==> src/rtl/sgmt_pkg.sv <==
// Shared codes and types for the session and group membership table.
// No dependencies.
package sgmt_pkg;

    localparam int IDX_W = 8;
    localparam int ID_W  = 32;

    localparam logic [3:0] ACT_NEW_SESSION  = 4'd0;
    localparam logic [3:0] ACT_DROP_SESSION = 4'd1;
    localparam logic [3:0] ACT_NEW_GROUP    = 4'd2;
    localparam logic [3:0] ACT_DROP_GROUP   = 4'd3;
    localparam logic [3:0] ACT_ADD_MEMBER   = 4'd4;
    localparam logic [3:0] ACT_DEL_MEMBER   = 4'd5;
    localparam logic [3:0] ACT_ASK_SESSION  = 4'd6;
    localparam logic [3:0] ACT_ASK_GROUP    = 4'd7;
    localparam logic [3:0] ACT_ASK_MEMBER   = 4'd8;

    localparam logic [2:0] ST_OK       = 3'd0;
    localparam logic [2:0] ST_INVALID  = 3'd1;
    localparam logic [2:0] ST_EXISTS   = 3'd2;
    localparam logic [2:0] ST_NOSLOT   = 3'd3;
    localparam logic [2:0] ST_NOTFOUND = 3'd4;
    localparam logic [2:0] ST_FULL     = 3'd5;

    // Search token handed from cell to cell.
    typedef struct packed {
        logic             hit;
        logic [IDX_W-1:0] hit_idx;
        logic             free;
        logic [IDX_W-1:0] free_idx;
    } tok_t;

    typedef struct packed {
        logic            we;
        logic            valid;
        logic [ID_W-1:0] key;
    } cell_wr_t;

    typedef struct packed {
        logic            en;
        logic [ID_W-1:0] key;
    } kill_t;

endpackage

==> src/rtl/sgmt_cell.sv <==
// One table slot: valid, key and an auxiliary word, plus one stage of the search chain.
// Depends on sgmt_pkg.
module sgmt_cell
    import sgmt_pkg::*;
#(
    parameter int AUX_W    = 32,
    parameter int CELL_IDX = 0
)
(
    input  logic             clk,
    input  logic             rst_n,
    input  logic [ID_W-1:0]  probe_key,
    input  cell_wr_t         wr,
    input  logic [AUX_W-1:0] wr_aux,
    input  kill_t            kill,
    input  tok_t             tok_in,
    input  logic [AUX_W-1:0] aux_in,
    output tok_t             tok_out,
    output logic [AUX_W-1:0] aux_out
);

    logic             valid_reg;
    logic [ID_W-1:0]  key_reg;
    logic [AUX_W-1:0] aux_reg;
    tok_t             tok_reg;
    tok_t             tok_next;
    logic [AUX_W-1:0] aux_tok_reg;
    logic [AUX_W-1:0] aux_tok_next;
    logic             match;

    assign match = valid_reg && (key_reg == probe_key);

    always_comb
    begin
        tok_next.hit      = tok_in.hit | match;
        tok_next.hit_idx  = tok_in.hit ? tok_in.hit_idx : IDX_W'(CELL_IDX);
        tok_next.free     = tok_in.free | ~valid_reg;
        tok_next.free_idx = tok_in.free ? tok_in.free_idx : IDX_W'(CELL_IDX);
        aux_tok_next      = tok_in.hit ? aux_in : aux_reg;
    end

    always_ff @(posedge clk or negedge rst_n)
    begin
        if (!rst_n)
        begin
            valid_reg <= 1'b0;
            tok_reg   <= '0;
        end
        else
        begin
            tok_reg <= tok_next;
            if (wr.we)
            begin
                valid_reg <= wr.valid;
            end
            else if (kill.en && (aux_reg[AUX_W-1 -: ID_W] == kill.key))
            begin
                valid_reg <= 1'b0;
            end
        end
    end

    always_ff @(posedge clk)
    begin
        aux_tok_reg <= aux_tok_next;
        if (wr.we)
        begin
            key_reg <= wr.key;
            aux_reg <= wr_aux;
        end
    end

    assign tok_out = tok_reg;
    assign aux_out = aux_tok_reg;

endmodule

==> config.mk <==
export PLATFORM = sky130hd
export DESIGN_NAME = sgmt_cell
export DESIGN_NICKNAME = d
export VERILOG_FILES = /design/src/rtl/sgmt_pkg.sv /design/src/rtl/sgmt_cell.sv
export SDC_FILE = /design/constraint.sdc
export NUM_CORES = 1
export LEC_CHECK = 0
export ABC_AREA = 0
export ABC_CLOCK_PERIOD_IN_PS = 1900
export BUFFER_PORTS_ARGS = -buffer_cell sky130_fd_sc_hd__buf_2
export CORE_AREA = 2 2 130 82
export DETAILED_ROUTE_END_ITERATION = 8
export DIE_AREA = 0 0 132 84
export GPL_TIMING_DRIVEN = 0
export PLACE_DENSITY = 0.78
export SLEW_MARGIN = 20
export SYNTH_ARGS = -nofsm -noshare
export SYNTH_HDL_FRONTEND = slang
export SYNTH_SLANG_ARGS = --single-unit
==> constraint.sdc <==
create_clock -name clk -period 1.9 [get_ports clk]
set_input_delay 0.38 -clock clk [delete_from_list [all_inputs] [get_ports clk]]
set_output_delay 0.38 -clock clk [all_outputs]
set_load 0.01 [all_outputs]
# Word level (Yosys, flattened, before mapping)
# Cells that the tools add are included.
[word_totals]
register_bits = 115
input_bits = 183
output_inout_bits = 50
word_cells = 21
[op_classes]
n_eq_ne = 2
muxes = 5
bitwise_logic = 3
n_reduce_logical = 3
[op_table]
columns = ["op", "n"]
rows = [
  ["equality test 32 bit", 2],
  ["2-to-1 mux 32 bit", 1],
  ["2-to-1 mux 8 bit", 2],
  ["logical AND 1 bit", 2],
  ["2-to-1 mux 1 bit", 2],
  ["OR 1 bit", 2],
  ["nonzero test 2 bit", 1],
  ["inverter 1 bit", 1],
]

# Depth between registers and ports, before layout
[logic_depth]
depth_word = 4
ltp_mapped = 5
depth_no_buf = 5

# Worst setup path after synthesis
# OpenSTA, ideal clock, no wires.
[synth_timing]
path_type = "register -> register"
start = "register aux_reg[10]"
end = "register valid_reg"
setup_time_ps = 128
t_arrival_ps = 1247
required_time_ps = 1772
slack_ps = 525
path_stages_with_launch = 6
path_buffers = 0
synth_period_minus_slack_ps = 1375
path_cell_list = "edfxtp_1 xor2_1 nor4_1 nand4_1 nor4_1 a21oi_1"
[synth_via]
elab_chain_len = 3
[synth_rtl]
columns = ["item", "line_no", "source"]
rows = [
  ["from (decl)", "sgmt_cell.sv:24", "logic [AUX_W-1:0] aux_reg;"],
  ["from (signal assigned)", "sgmt_cell.sv:69", "aux_reg <= wr_aux;"],
  ["equality test 32 bit", "sgmt_cell.sv:56", "else if (kill.en && (aux_reg[AUX_W-1 -: ID_W] == kill.key))"],
  ["logical AND 1 bit", "sgmt_cell.sv:56", ""],
  ["nonzero test 2 bit (no source line)", "--", ""],
  ["to (signal assigned)", "sgmt_cell.sv:54", "valid_reg <= wr.valid;"],
  ["to (decl)", "sgmt_cell.sv:22", "logic valid_reg;"],
]
# No other way between the ends.
# A chain may end at the register's enable or synchronous reset.

# Final worst setup path
[layout_timing]
start = "register aux_reg[26]"
end = "register valid_reg"
# The elaborated chain is that of the path after synthesis.

==> results.cfg <==
[synth]
yosysWarnings = 0
syn_avg_cell_area_um2 = 16.51
synth.distinct_cells = 19
yosysSeqAreaShare_pct = 71.60
synthesis.area_um2 = 4243
syn_nets = 440
ys_ff_latch = 115
synthCells = 257

[timing]
fin_tns_setup_ns = 0
finalSetupViolCount = 0
hold_viol_final = 0
holdWs_ns = 0.1491
post-route-period-util_pct = 86.78
slew_viol_final = 0
tightest_slew_ns = 0.8652
rsz0062_at_grt = no
period_needed_ns = 1.649
finalClockSkew_ns = 0.01270
fmax_mhz = 606.5
relSlewSlack_pct = 42.32
timing.final.ws_setup_ns = 0.2512

[worst_setup_path]
endpoint = valid_reg$_DFFE_PN0P_
startpoint = aux_reg[26]$_DFFE_PP_
regToRegSetupSlack_ns = 0.25
crit_arrival_ns = 1.92
worstSetupEndpointType = flop
regToRegStartpoint = aux_reg[26]$_DFFE_PP_
cp_max_fo = 2
reg2reg_to = valid_reg$_DFFE_PN0P_
critPathLaunchType = flop
crit_required_ns = 2.17
r2r.worst_path.cells = 5
path_class = reg -> reg

[outcome]
status = finished, final reports clean

[worst_hold_path]
hold_class = in -> reg

[final_layout]
syn2layout_area_growth_pct = 45.62
nets = 692
fill_cells = 813
num_antenna_cells = 0
multiInputGateArea_um2 = 1199
drive_above_1_share_pct = 56.62
ff_latch_area_um2 = 3038
final_util_pct = 61.47

[clock_tree]
cts-root-buf = clkbuf_16
cts_tree = done
cts_buffer_depth = 2
clkSlewWorstSetupHoldPaths_ns = 0.06
htree_levels = 4
clock_latency_ns = 0.40
clkSinkCount = 115
cts_buffers = 17

[power_and_ir_drop]
power_per_cell_area_nw_per_um2 = 1073
power.switching_mw = 1.383
p_seq_share_pct = 44.2
clkPwrFrac_pct = 46.5
combPwrFrac_pct = 9.3
p_leak_nw = 2.811
power.internal_mw = 5.244
report.power.total_mw = 6.627
ir_worst_vdd_mv = 0.6620
swShare_pct = 20.87

[placed_design]
gp_congestion = 0.7787
dp_slack_ns = -0.02059
hpwl_um = 7640
io_buffers = 232

[global_route]
antenna_found_initial = 0
grt_max_degree = 67
grt_pass1_vias = 3153
grt_overflow = 0
grt_pass1_wl_um = 15840
grt_usage_pct = 19.06

[route]
totalWireLength_um = 10100
num_vias = 2916
drc = 0
postRouteAntennaNets = 0
via_per_inst = 4.418
drt-pass1-iter-count = 4
drtIter0Drc = 119
wl_per_cell_um = 15.30

[run]
drv_cap = 0

[floorplan]
initial_core_util_pct = 42.21
die_h_um = 84
dieArea_um2 = 11090
rows = 29
pin_count = 233
fp.dieW_um = 132
core_area_um2 = 10050
[power groups by stage]
stage | Clock [mW] | Sequential (mW) | Combinational [mW]
floorplan | 0 | 3.01 | 0.213
global placement | 0 | 2.97 | 0.600
detailed placement | 0 | 2.98 | 0.614
CTS | 3.16 | 2.93 | 0.621
global route | 3.26 | 2.95 | 0.676
finish | 3.08 | 2.93 | 0.614
[worst max-delay path, stage by stage (launching register included)]
cell and delay (ns):
edfxtp_1 0.40, xor2_1 0.18, nor4_1 0.34, nand4_1 0.27, nor4_2 0.23, a21oi_1 0.10
[kinds of logic (layout without fill, tap and decap cells)]
kind of cell / count (synthesis) / after routing / synth area share (%)
buf+inv: 4 / 268 / 0.4422
xor+xnor: 64 / 64 / 13.21
simple gates: 39 / 39 / 5.662
flops: 115 / 115 / 71.60
mux: 33 / 33 / 8.729
compound gates: 2 / 2 / 0.3538
[worst min-delay path by stage]
stage,start,end,slack (ns),cells past startpoint
final,wr[18],key_reg[18]$_DFFE_PP_,0.15,1
after global routing,wr[18],key_reg[18]$_DFFE_PP_,0.13,1
after CTS,wr[18],key_reg[18]$_DFFE_PP_,0.13,1
after detailed placement,rst_n,tok_out[12]$_DFF_PN0_,0.33,1
after global placement,rst_n,tok_out[12]$_DFF_PN0_,0.32,1
after floorplan,rst_n,tok_out[0]$_DFF_PN0_,0.08,0
[metal layers]
metal / wire [µm] / part of all wire (%) / vias up / GRT usage [%]
li1: - / - / 1429 / -
met1: 4241 / 42 / 1344 / 22.92
met2: 4934 / 49 / 132 / 31.20
met3: 812 / 8.0 / 11 / 7.407
met4: 109 / 1.1 / 0 / 7.115
met5: 0 / 0 / - / 0
[synth_stat cells (all sizes together)]
master / instances / area, µm²
nand2b: 1 / 6.260
and2: 16 / 100.1
buf: 3 / 15.01
nand3: 1 / 5.000
mux2: 32 / 360.4
nor3: 2 / 10.01
a21oi: 1 / 5.000
xnor2: 10 / 87.58
nor4: 13 / 81.33
nand4: 4 / 25.02
dfxtp: 32 / 640.6
dfrtp: 19 / 475.5
nand4b: 1 / 8.760
clkbuf: 1 / 3.750
mux2i: 1 / 10.01
a41o: 1 / 10.01
edfxtp: 64 / 1922
xor2: 54 / 473.0
nor2: 1 / 3.750
[through the flow]
stage | cells | area (µm²)
detailed placement | 628 | 5580
global placement | 628 | 5578
CTS | 660 | 6172
finish | 660 | 6178
global route | 660 | 6178
floorplan | 257 | 4243
[final cells by class]
type	count	area share (%)
Buffer	4	0.3038
Sequential cell	115	49.17
Clock buffer	26	8.080
Tap cell	139	2.815
Multi-Input combinational cell	138	19.40
Timing Repair Buffer	233	19.00
Clock inverter	5	1.235
[placed cells by master (no fill, tap or decap), drive strengths merged]
master | synthesis | routed
nand2b | 1 | 1
bufinv | 0 | 2
nand4b | 1 | 1
mux2 | 32 | 32
nor4 | 13 | 13
a41o | 1 | 1
xnor2 | 10 | 10
nor2 | 1 | 1
nand4 | 4 | 4
dlygate4sd3 | 0 | 1
nand3 | 1 | 1
and2 | 16 | 16
clkinv | 0 | 2
nor3 | 2 | 2
dfrtp | 19 | 19
edfxtp | 64 | 64
mux2i | 1 | 1
xor2 | 54 | 54
buf | 3 | 235
inv | 0 | 1
a21oi | 1 | 1
clkbuf | 1 | 27
dfxtp | 32 | 32
[what timing repair did]
| action | in CTS | in global routing |
|---|---|---|
| hold endpoints to repair | 19 | 0 |
| gates resized for setup | 1 | 1 |
| setup endpoints to repair | 1 | 1 |
| setup buffers | 0 | 0 |
| pin swaps | 0 | 2 |
| gates cloned | 0 | 0 |
| hold buffers | 1 | 0 |
(Power assumes the default switching activity.)
